<file path="config.mk">
export PLATFORM = sky130hd
export DESIGN_NAME = neighbor_strength_aggregator
export DESIGN_NICKNAME = d
export VERILOG_FILES = /design/src/hw/rtl/nsa_pkg.sv /design/src/hw/rtl/nsa_ram.sv /design/src/hw/rtl/nsa_ctrl.sv /design/src/hw/rtl/neighbor_strength_aggregator.sv
export SDC_FILE = /design/constraint.sdc
export NUM_CORES = 1
export LEC_CHECK = 0
export BUFFER_PORTS_ARGS = -buffer_cell sky130_fd_sc_hd__buf_4
export CELL_PAD_IN_SITES_DETAIL_PLACEMENT = 1
export CELL_PAD_IN_SITES_GLOBAL_PLACEMENT = 2
export CORE_ASPECT_RATIO = 1.75
export CORE_MARGIN = 3
export CORE_UTILIZATION = 45
export DETAILED_ROUTE_END_ITERATION = 6
export GPL_ROUTABILITY_DRIVEN = 0
export PLACE_DENSITY_LB_ADDON = 0.1
export SYNTH_ARGS = -nofsm -noshare
export SYNTH_HDL_FRONTEND = slang
export SYNTH_SLANG_ARGS = --single-unit
</file>
<file path="constraint.sdc">
create_clock -name clk_i -period 13.6 [get_ports clk_i]
set_input_delay 1.36 -clock clk_i [delete_from_list [all_inputs] [get_ports clk_i]]
set_output_delay 1.36 -clock clk_i [all_outputs]
set_load 0.01 [all_outputs]
</file>
<file path="src/hw/rtl/nsa_pkg.sv">
package nsa_pkg;

  // defaults for the top-level parameters
  localparam int unsigned TableEntriesDef  = 3;
  localparam int unsigned WindowSamplesDef = 8;

  // fixed field widths
  localparam int unsigned IdW  = 8;
  localparam int unsigned StrW = 16;
  localparam int unsigned EntW = IdW + StrW;

  localparam logic [StrW-1:0] LowSeed = 16'h7fff;
  localparam logic [IdW-1:0]  EmptyId = 8'hff;

  // report carries own reading plus this many table slots
  localparam int unsigned  ReportSlots = 3;
  localparam logic [1:0]   LastSlot    = 2'(ReportSlots - 1);

  localparam logic ActNeighbor = 1'b0;
  localparam logic ActSample   = 1'b1;

  localparam logic KindBcast  = 1'b0;
  localparam logic KindReport = 1'b1;

  typedef enum logic [2:0] {
    StIdle,
    StScan,
    StBcast,
    StRepOwn,
    StRepTab
  } state_e;

  typedef struct packed {
    logic            kind;
    logic [IdW-1:0]  packet_id;
    logic [IdW-1:0]  node_id_out;
    logic [StrW-1:0] reading;
    logic            last;
  } beat_t;

endpackage

</file>
<file path="src/hw/rtl/nsa_ram.sv">
module nsa_ram #(
  parameter int unsigned WIDTH = 24,
  parameter int unsigned DEPTH = 3,
  localparam int unsigned AW = (DEPTH > 1) ? $clog2(DEPTH) : 1
) (
  input  logic                 clk_i,
  input  logic                 we_i,
  input  logic [AW-1:0]        waddr_i,
  input  logic [WIDTH-1:0]     wdata_i,
  input  logic                 re_i,
  input  logic [AW-1:0]        raddr_i,
  output logic [WIDTH-1:0]     rdata_o
);

  logic [WIDTH-1:0] mem_q [DEPTH];
  logic [WIDTH-1:0] rdata_q;

  always_ff @(posedge clk_i) begin
    if (we_i) begin
      mem_q[waddr_i] <= wdata_i;
    end
    if (re_i) begin
      rdata_q <= mem_q[raddr_i];
    end
  end

  assign rdata_o = rdata_q;

endmodule

</file>
<file path="src/hw/rtl/nsa_ctrl.sv">
module nsa_ctrl import nsa_pkg::*; #(
  parameter int unsigned TABLE_ENTRIES  = TableEntriesDef,
  parameter int unsigned WINDOW_SAMPLES = WindowSamplesDef
) (
  input  logic            clk_i,
  input  logic            rst_ni,
  input  logic            in_valid_i,
  output logic            in_ready_o,
  input  logic            action_i,
  input  logic [IdW-1:0]  node_id_i,
  input  logic [StrW-1:0] strength_i,
  input  logic            link_busy_i,
  input  logic [IdW-1:0]  own_id_i,
  input  logic            out_free_i,
  output logic            beat_valid_o,
  output beat_t           beat_o
);

  localparam int unsigned AW = (TABLE_ENTRIES > 1) ? $clog2(TABLE_ENTRIES) : 1;
  localparam int unsigned CW = $clog2(WINDOW_SAMPLES);
  localparam logic [AW-1:0] LastIdx = AW'(TABLE_ENTRIES - 1);

  state_e state_q, state_d;

  logic [StrW-1:0]          str_q, str_d;
  logic [IdW-1:0]           nid_q, nid_d;
  logic [AW-1:0]            idx_q, idx_d;
  logic [1:0]               slot_q, slot_d;
  logic [StrW-1:0]          low_val_q, low_val_d;
  logic [AW-1:0]            low_place_q, low_place_d;
  logic                     low_set_q, low_set_d;
  logic [StrW-1:0]          val0_q, val0_d;
  logic [TABLE_ENTRIES-1:0] valid_q, valid_d;
  logic [TABLE_ENTRIES-1:0] empty_q, empty_d;
  logic [StrW-1:0]          peak_q, peak_d;
  logic [CW-1:0]            cnt_q, cnt_d;
  logic [IdW-1:0]           rid_q, rid_d;

  logic            ram_we, ram_re;
  logic [AW-1:0]   ram_waddr, ram_raddr;
  logic [EntW-1:0] ram_wdata, ram_rdata;

  logic            acc;
  logic            wend;
  logic            beats_peak;
  logic [CW:0]     cnt_inc;
  logic [IdW-1:0]  ev_id;
  logic [StrW-1:0] ev_val;
  logic [StrW-1:0] cur_low;
  logic            ev_lt;
  logic            ev_match;
  logic [AW-1:0]   new_place;
  logic [StrW-1:0] new_cmp;
  logic            slot_in;
  logic            slot_nxt_in;
  logic [1:0]      slot_nxt;

  nsa_ram #(
    .WIDTH (EntW),
    .DEPTH (TABLE_ENTRIES)
  ) u_ram (
    .clk_i   (clk_i),
    .we_i    (ram_we),
    .waddr_i (ram_waddr),
    .wdata_i (ram_wdata),
    .re_i    (ram_re),
    .raddr_i (ram_raddr),
    .rdata_o (ram_rdata)
  );

  // entry seen through the reset / clear flags
  function automatic logic [EntW-1:0] view(input logic [EntW-1:0] raw,
                                            input logic vld, input logic emp);
    logic [EntW-1:0] r;
    r = raw;
    if (emp) begin
      r = {EmptyId, {StrW{1'b0}}};
    end else if (!vld) begin
      r = '0;
    end
    return r;
  endfunction

  assign in_ready_o = (state_q == StIdle);
  assign acc        = in_valid_i && in_ready_o;
  assign cnt_inc    = {1'b0, cnt_q} + (CW+1)'(1);
  assign wend       = (cnt_inc == (CW+1)'(WINDOW_SAMPLES));
  assign beats_peak = strength_i > peak_q;

  assign {ev_id, ev_val} = view(ram_rdata, valid_q[idx_q], empty_q[idx_q]);
  assign cur_low   = low_set_q ? low_val_q : LowSeed;
  assign ev_lt     = ev_val < cur_low;
  assign ev_match  = (ev_id == nid_q);
  assign new_place = ev_lt ? idx_q : low_place_q;
  always_comb begin
    if (ev_lt || (!low_set_q && idx_q == '0)) begin
      new_cmp = ev_val;
    end else if (low_set_q) begin
      new_cmp = low_val_q;
    end else begin
      new_cmp = val0_q;
    end
  end

  assign slot_nxt    = slot_q + 2'd1;
  assign slot_in     = (5'(slot_q) < 5'(TABLE_ENTRIES));
  assign slot_nxt_in = (5'(slot_nxt) < 5'(TABLE_ENTRIES));

  // next state
  always_comb begin
    state_d = state_q;
    case (state_q)
      StIdle: begin
        if (acc) begin
          if (action_i == ActNeighbor) begin
            state_d = StScan;
          end else if (!wend) begin
            state_d = StBcast;
          end else if (beats_peak && !link_busy_i) begin
            state_d = StRepOwn;
          end
        end
      end
      StScan: begin
        if (ev_match || idx_q == LastIdx) begin
          state_d = StIdle;
        end
      end
      StBcast: begin
        if (out_free_i) begin
          state_d = StIdle;
        end
      end
      StRepOwn: begin
        if (out_free_i) begin
          state_d = StRepTab;
        end
      end
      StRepTab: begin
        if (out_free_i && slot_q == LastSlot) begin
          state_d = StIdle;
        end
      end
      default: state_d = StIdle;
    endcase
  end

  // datapath and outputs
  always_comb begin
    str_d       = str_q;
    nid_d       = nid_q;
    idx_d       = idx_q;
    slot_d      = slot_q;
    low_val_d   = low_val_q;
    low_place_d = low_place_q;
    low_set_d   = low_set_q;
    val0_d      = val0_q;
    valid_d     = valid_q;
    empty_d     = empty_q;
    peak_d      = peak_q;
    cnt_d       = cnt_q;
    rid_d       = rid_q;
    ram_we      = 1'b0;
    ram_waddr   = idx_q;
    ram_wdata   = {nid_q, str_q};
    ram_re      = 1'b0;
    ram_raddr   = '0;
    beat_valid_o = 1'b0;
    beat_o       = '{kind: KindBcast, packet_id: '0, node_id_out: own_id_i,
                     reading: str_q, last: 1'b1};
    case (state_q)
      StIdle: begin
        if (acc) begin
          str_d = strength_i;
          nid_d = node_id_i;
          if (action_i == ActNeighbor) begin
            ram_re      = 1'b1;
            idx_d       = '0;
            low_set_d   = 1'b0;
            low_place_d = '0;
            if (beats_peak) begin
              peak_d = strength_i;
            end
          end else if (!wend) begin
            cnt_d = cnt_inc[CW-1:0];
          end else begin
            cnt_d  = '0;
            peak_d = '0;
            if (rid_q == '0) begin
              rid_d = strength_i[IdW-1:0];
            end
            // busy link with a new peak: no report, table still cleared
            if (beats_peak && link_busy_i) begin
              empty_d = '1;
            end
          end
        end
      end
      StScan: begin
        if (ev_lt) begin
          low_val_d   = ev_val;
          low_place_d = idx_q;
          low_set_d   = 1'b1;
        end
        if (idx_q == '0) begin
          val0_d = ev_val;
        end
        if (ev_match) begin
          ram_we         = 1'b1;
          ram_waddr      = idx_q;
          valid_d[idx_q] = 1'b1;
          empty_d[idx_q] = 1'b0;
        end else if (idx_q == LastIdx) begin
          if (new_cmp < str_q) begin
            ram_we             = 1'b1;
            ram_waddr          = new_place;
            valid_d[new_place] = 1'b1;
            empty_d[new_place] = 1'b0;
          end
        end else begin
          ram_re    = 1'b1;
          ram_raddr = idx_q + AW'(1);
          idx_d     = idx_q + AW'(1);
        end
      end
      StBcast: begin
        beat_valid_o = 1'b1;
      end
      StRepOwn: begin
        beat_valid_o = 1'b1;
        beat_o.kind      = KindReport;
        beat_o.packet_id = rid_q;
        beat_o.last      = 1'b0;
        if (out_free_i) begin
          slot_d    = '0;
          ram_re    = 1'b1;
          ram_raddr = '0;
        end
      end
      StRepTab: begin
        beat_valid_o = 1'b1;
        beat_o.kind      = KindReport;
        beat_o.packet_id = rid_q;
        beat_o.last      = (slot_q == LastSlot);
        if (slot_in) begin
          {beat_o.node_id_out, beat_o.reading} =
            view(ram_rdata, valid_q[AW'(slot_q)], empty_q[AW'(slot_q)]);
        end else begin
          beat_o.node_id_out = EmptyId;
          beat_o.reading     = '0;
        end
        if (out_free_i) begin
          if (slot_q == LastSlot) begin
            empty_d = '1;
            rid_d   = rid_q + IdW'(1);
          end else begin
            slot_d = slot_nxt;
            if (slot_nxt_in) begin
              ram_re    = 1'b1;
              ram_raddr = AW'(slot_nxt);
            end
          end
        end
      end
      default: ;
    endcase
  end

  always_ff @(posedge clk_i or negedge rst_ni) begin
    if (!rst_ni) begin
      state_q   <= StIdle;
      valid_q   <= '0;
      empty_q   <= '0;
      peak_q    <= '0;
      cnt_q     <= '0;
      rid_q     <= '0;
      low_set_q <= 1'b0;
      idx_q     <= '0;
      slot_q    <= '0;
    end else begin
      state_q   <= state_d;
      valid_q   <= valid_d;
      empty_q   <= empty_d;
      peak_q    <= peak_d;
      cnt_q     <= cnt_d;
      rid_q     <= rid_d;
      low_set_q <= low_set_d;
      idx_q     <= idx_d;
      slot_q    <= slot_d;
    end
  end

  always_ff @(posedge clk_i) begin
    str_q       <= str_d;
    nid_q       <= nid_d;
    low_val_q   <= low_val_d;
    low_place_q <= low_place_d;
    val0_q      <= val0_d;
  end

endmodule

</file>
<file path="src/hw/rtl/neighbor_strength_aggregator.sv">
// channel   | dir | beat handshake        | contents
// ----------+-----+-----------------------+-----------------------------------------
// s_*       | in  | s_tvalid_i/s_tready_o | tuser: action; tdata: node/strength/busy
// m_*       | out | m_tvalid_o/m_tready_i | tuser: kind; tdata: pid/node/reading
// cfg_*     | in  | cfg_valid_i/cfg_ready_o | own_id, always ready
//
// One item at a time; the single table RAM read port sets the pace.
// Neighbor reading: entries are scanned in order until a match or the last entry.
// Window sample: a broadcast beat before the window end; at the end, a 4-beat report or no result.
// Output stalls hold the current state while a result beat finds the output register
// full; a result waiting in the output register does not hold off the next input beat.
// Reset: async active low, table flags, peak, count, report id all cleared; no sweep.
module neighbor_strength_aggregator import nsa_pkg::*; #(
  parameter int unsigned TABLE_ENTRIES  = TableEntriesDef,
  parameter int unsigned WINDOW_SAMPLES = WindowSamplesDef
) (
  input  logic        clk_i,
  input  logic        rst_ni,
  // input beats
  input  logic        s_tvalid_i,
  output logic        s_tready_o,
  input  logic [31:0] s_tdata_i,   // [7:0] node_id, [23:8] strength, [24] link_busy
  input  logic        s_tuser_i,   // [0] action
  // result beats
  output logic        m_tvalid_o,
  input  logic        m_tready_i,
  output logic [31:0] m_tdata_o,   // [7:0] packet_id, [15:8] node_id_out, [31:16] reading
  output logic        m_tuser_o,   // [0] kind
  output logic        m_tlast_o,
  // own_id write
  input  logic        cfg_valid_i,
  output logic        cfg_ready_o,
  input  logic [7:0]  cfg_data_i
);

  logic [IdW-1:0] own_id_q;
  logic           out_valid_q;
  beat_t          out_q;
  logic           out_free;
  logic           beat_valid;
  beat_t          beat;

  assign cfg_ready_o = 1'b1;

  always_ff @(posedge clk_i or negedge rst_ni) begin
    if (!rst_ni) begin
      own_id_q <= '0;
    end else if (cfg_valid_i) begin
      own_id_q <= cfg_data_i;
    end
  end

  // output register free when empty or being drained this cycle
  assign out_free = !out_valid_q || m_tready_i;

  nsa_ctrl #(
    .TABLE_ENTRIES  (TABLE_ENTRIES),
    .WINDOW_SAMPLES (WINDOW_SAMPLES)
  ) u_ctrl (
    .clk_i        (clk_i),
    .rst_ni       (rst_ni),
    .in_valid_i   (s_tvalid_i),
    .in_ready_o   (s_tready_o),
    .action_i     (s_tuser_i),
    .node_id_i    (s_tdata_i[7:0]),
    .strength_i   (s_tdata_i[23:8]),
    .link_busy_i  (s_tdata_i[24]),
    .own_id_i     (own_id_q),
    .out_free_i   (out_free),
    .beat_valid_o (beat_valid),
    .beat_o       (beat)
  );

  always_ff @(posedge clk_i or negedge rst_ni) begin
    if (!rst_ni) begin
      out_valid_q <= 1'b0;
    end else if (out_free) begin
      out_valid_q <= beat_valid;
    end
  end

  always_ff @(posedge clk_i) begin
    if (out_free && beat_valid) begin
      out_q <= beat;
    end
  end

  assign m_tvalid_o = out_valid_q;
  assign m_tdata_o  = {out_q.reading, out_q.node_id_out, out_q.packet_id};
  assign m_tuser_o  = out_q.kind;
  assign m_tlast_o  = out_q.last;

endmodule

</file>
==> out/summary.txt <==
first-pass GRT wire length = 47.48 mm
Final setup viols = 0
via count of the first global-routing pass = 8407
fin. max-slew vios = 0
largest net degree at the start of global routing = 51
HPWL after DPL = 21.54 mm
drt initial violations = 426
post-route worst setup slack = 5.565 ns
grt total ovfl = 0
Ports = 83
Chip Width = 125.1 µm
P_leak = 5.125 nW
DP Worst Slack = 5.578 ns
Worst-path clk slew = 0.06 ns
clock buffer count from CTS = 23
Antenna diodes = 0
Max-Cap Viols = 0
Crit path buffers/inverters = 2
Slew HR = 22.10%
port bufs = 74
Primary FF master, synth = edfxtp_1
CP endpoint kind = register
Synth Register Bits = 238
fin crit period = 8.035 ns
async set or reset register ratio after synthesis = 21.01%
Mapped Cells = 899
TritonCTS clock tree = built
Clk Latency, worst-skew pair = 0.53 ns
clk sinks = 238
layout cells sized above 1 = 14.34%
CTS Root Cell = clkbuf_16
die area = 26820 µm²
initial antenna violation count = 0
critical path's most frequent cell = a21o_1
Starting Density = 46.13%
Crit Path Max Fanout = 30
Least-Margin Pin Slew = 1.169 ns
Crit path depth = 21
Yosys cell types = 60
Resized Gates After CTS = 0
Die H = 214.4 µm
slowest library cell on the worst path = a21o_1
Final Skew = 0.01139 ns
WS Path Type = register to register
Largest stage delay, worst path = 0.90 ns
DR pass1 iterations = 4
final WL = 29.59 mm
share of the synthesized area in the top cell type = 50.54%
Worst Hold Class = register to register
Worst R2R Path Depth = 21
CP cell instances = nand3b_1 -> o21ai_1 -> buf_4 -> and3_1 -> ha_1 -> and3_1 -> a221o_1 -> a221oi_1 -> o221ai_1 -> buf_4 -> nand2_1 -> o21ai_0 -> ha_1 -> a21o_1 -> a21o_1 -> a211o_1 -> a21oi_1 -> o221a_2 -> o2111ai_1 -> nor2_1 -> a21o_1
syn avg cell area = 12.42 µm²
clk buf depth = 3
Worst EP arrival = 8.17 ns
CP startpoint kind = register
DRC errors left = 0
vias = 7551
Antenna Violating Nets Remaining = 0
setup_tns = 0 ns
Post-Syn Nets = 1003
yosys warns = 0
register area share after synthesis = 61.75%
Routed WL per cell = 22.92 µm
peak supply drop = 0.0001168 V
Worst Hold Depth = 1
Core Region = 24210 µm²
cell taking the most area after synthesis = edfxtp_1
row cnt = 75
power per cell area = 225.8 nW/µm²
status = finished, final reports clean
RSZ-0062 raised after global routing = false
Post CTS Setup Buffer Count = 0
fill count = 2477
period utilization = 59.08%
H-tree depth = 1
EDFF count, synth = 188
GRT Util Overall = 22.32%
Synth Cell Area = 11170 µm²
Nets = 1070
synth top area cells = edfxtp_1, dfrtp_1, ha_1, mux2i_1, nor2_1
Final Hold Vio Count = 0
fmax = 124.5 MHz
Hold Buf Count CTS = 0
area grow syn2layout = 14.27%
family with the most delay on the worst path = compound AO/OA/AOI/OAI gates
data required time of the worst path = 13.74 ns
Via density = 5.849
## power breakdown
part,leakage [nW],internal [mW],switching (mW)
Combinational,2.43,0.381,0.615
Clock,0.369,0.376,0.275
Sequential,2.32,1.07,0.165
## state kept, by name (all words and copies together) (netlist names), 8 cells and up
name,flops
u_ctrl.u_ram.mem_q,72
m_tdata_o,32
u_ctrl.u_ram.rdata_o,24
u_ctrl.low_val_q,16
u_ctrl.peak_q,16
u_ctrl.str_q,16
u_ctrl.val0_q,16
own_id_q,8
u_ctrl.nid_q,8
u_ctrl.rid_q,8
## metrics by stage
| stage | total power, mW | hold slack [ns] | instances | cell area (µm²) | utilization [%] |
|---|---|---|---|---|---|
| after CTS | 2.917 | 0.5047 | 1291 | 12760 | 52.72 |
| after global placement | 2.195 | 0.4617 | 1249 | 12010 | 49.61 |
| after detailed placement | 2.254 | 0.4918 | 1249 | 12010 | 49.61 |
| after floorplan | 1.856 | 0.4459 | 899 | 11170 | - |
| after global routing | 3.073 | 0.5241 | 1291 | 12760 | 52.72 |
| final | 2.882 | 0.5006 | 1291 | 12760 | 52.72 |
## layout by cell type, fill, tap and decap left out, types with 23 or more instances in the layout
master	n
edfxtp_1	188
buf_4	84
nor2_1	74
ha_1	58
a21oi_1	56
nand2_1	55
dfrtp_1	50
mux2i_1	48
o21ai_0	43
inv_1	42
and3_1	24
nand3_1	23
clkbuf_16	23
## cell usage after synthesis, types with 3 or more instances
master / number
o21ai_1: 4
ha_1: 58
and3_1: 24
a21o_1: 18
a211o_1: 5
and2_1: 10
buf_2: 9
o21ai_0: 43
dfrtp_1: 50
o21a_1: 7
o2111ai_1: 3
nor4bb_1: 4
inv_1: 42
o32ai_1: 4
nor2_1: 76
nor4_1: 4
nor3_1: 9
mux2_2: 10
nand3_1: 23
a211oi_1: 7
nand4_1: 11
edfxtp_1: 188
a31oi_1: 4
o221a_2: 3
o31ai_1: 3
o22a_1: 4
a21oi_1: 56
o22ai_1: 14
xor2_1: 4
clkbuf_1: 27
nand2b_1: 6
nand3b_1: 3
nor2b_1: 20
a221oi_1: 5
nand2_1: 55
mux2i_1: 48
o211ai_1: 5
## final cells by class
class | count | area, µm² | area share [%]
flip-flops and latches | 238 | 6897 | 54.03
repair buffers | 84 | 630.6 | 4.941
inverters | 43 | 161.4 | 1.265
clock buffers | 31 | 615.6 | 4.823
multi-input cells | 576 | 3938 | 30.85
well taps | 308 | 385.4 | 3.019
clock inverters | 11 | 136.4 | 1.069
## cells by family (layout without fill, tap and decap cells)
group | Yosys count | after routing | synth area share [%]
AO/OA/AOI/OAI | 199 | 199 | 11.45
XOR/XNOR | 6 | 6 | 0.4705
adder cells (fa/ha/maj) | 58 | 58 | 6.497
buffers and inverters | 85 | 169 | 3.159
flip-flops | 238 | 238 | 61.75
multiplexers | 60 | 60 | 5.556
other | 1 | 1 | 0.03357
AND/OR/NAND/NOR | 252 | 252 | 11.09
## routing by layer
layer	share of wire [%]	GRT usage, %
met1	37	24.91
met4	3.9	9.045
met3	3.2	2.792
met5	0	0
met2	56	42.35
## worst paths after layout
path                                  from                        to  slack, ns
setup / recovery           u_ctrl.idx_q[1]  u_ctrl.u_ram.mem_q[0][9]       5.57
hold / removal             u_ctrl.cnt_q[2]           u_ctrl.cnt_q[2]       0.50
setup reg to reg           u_ctrl.idx_q[1]  u_ctrl.u_ram.mem_q[0][9]       5.57
hold reg to reg            u_ctrl.cnt_q[2]           u_ctrl.cnt_q[2]       0.50
max in group asynchronous           rst_ni         u_ctrl.peak_q[10]      12.22
min in group asynchronous           rst_ni               own_id_q[2]       0.88
## worst reg2reg max path, delay by kind of cell (launching register included)
| family | cells | cell delay [ns] |
|---|---|---|
| buffers and inverters | 2 | 0.55 |
| DFF | 1 | 0.79 |
| adders and majority gates | 2 | 0.61 |
| and+or+nand+nor | 5 | 1.77 |
| AOI/OAI and AO/OA | 12 | 3.92 |
Power figures use the tool's default switching activity.
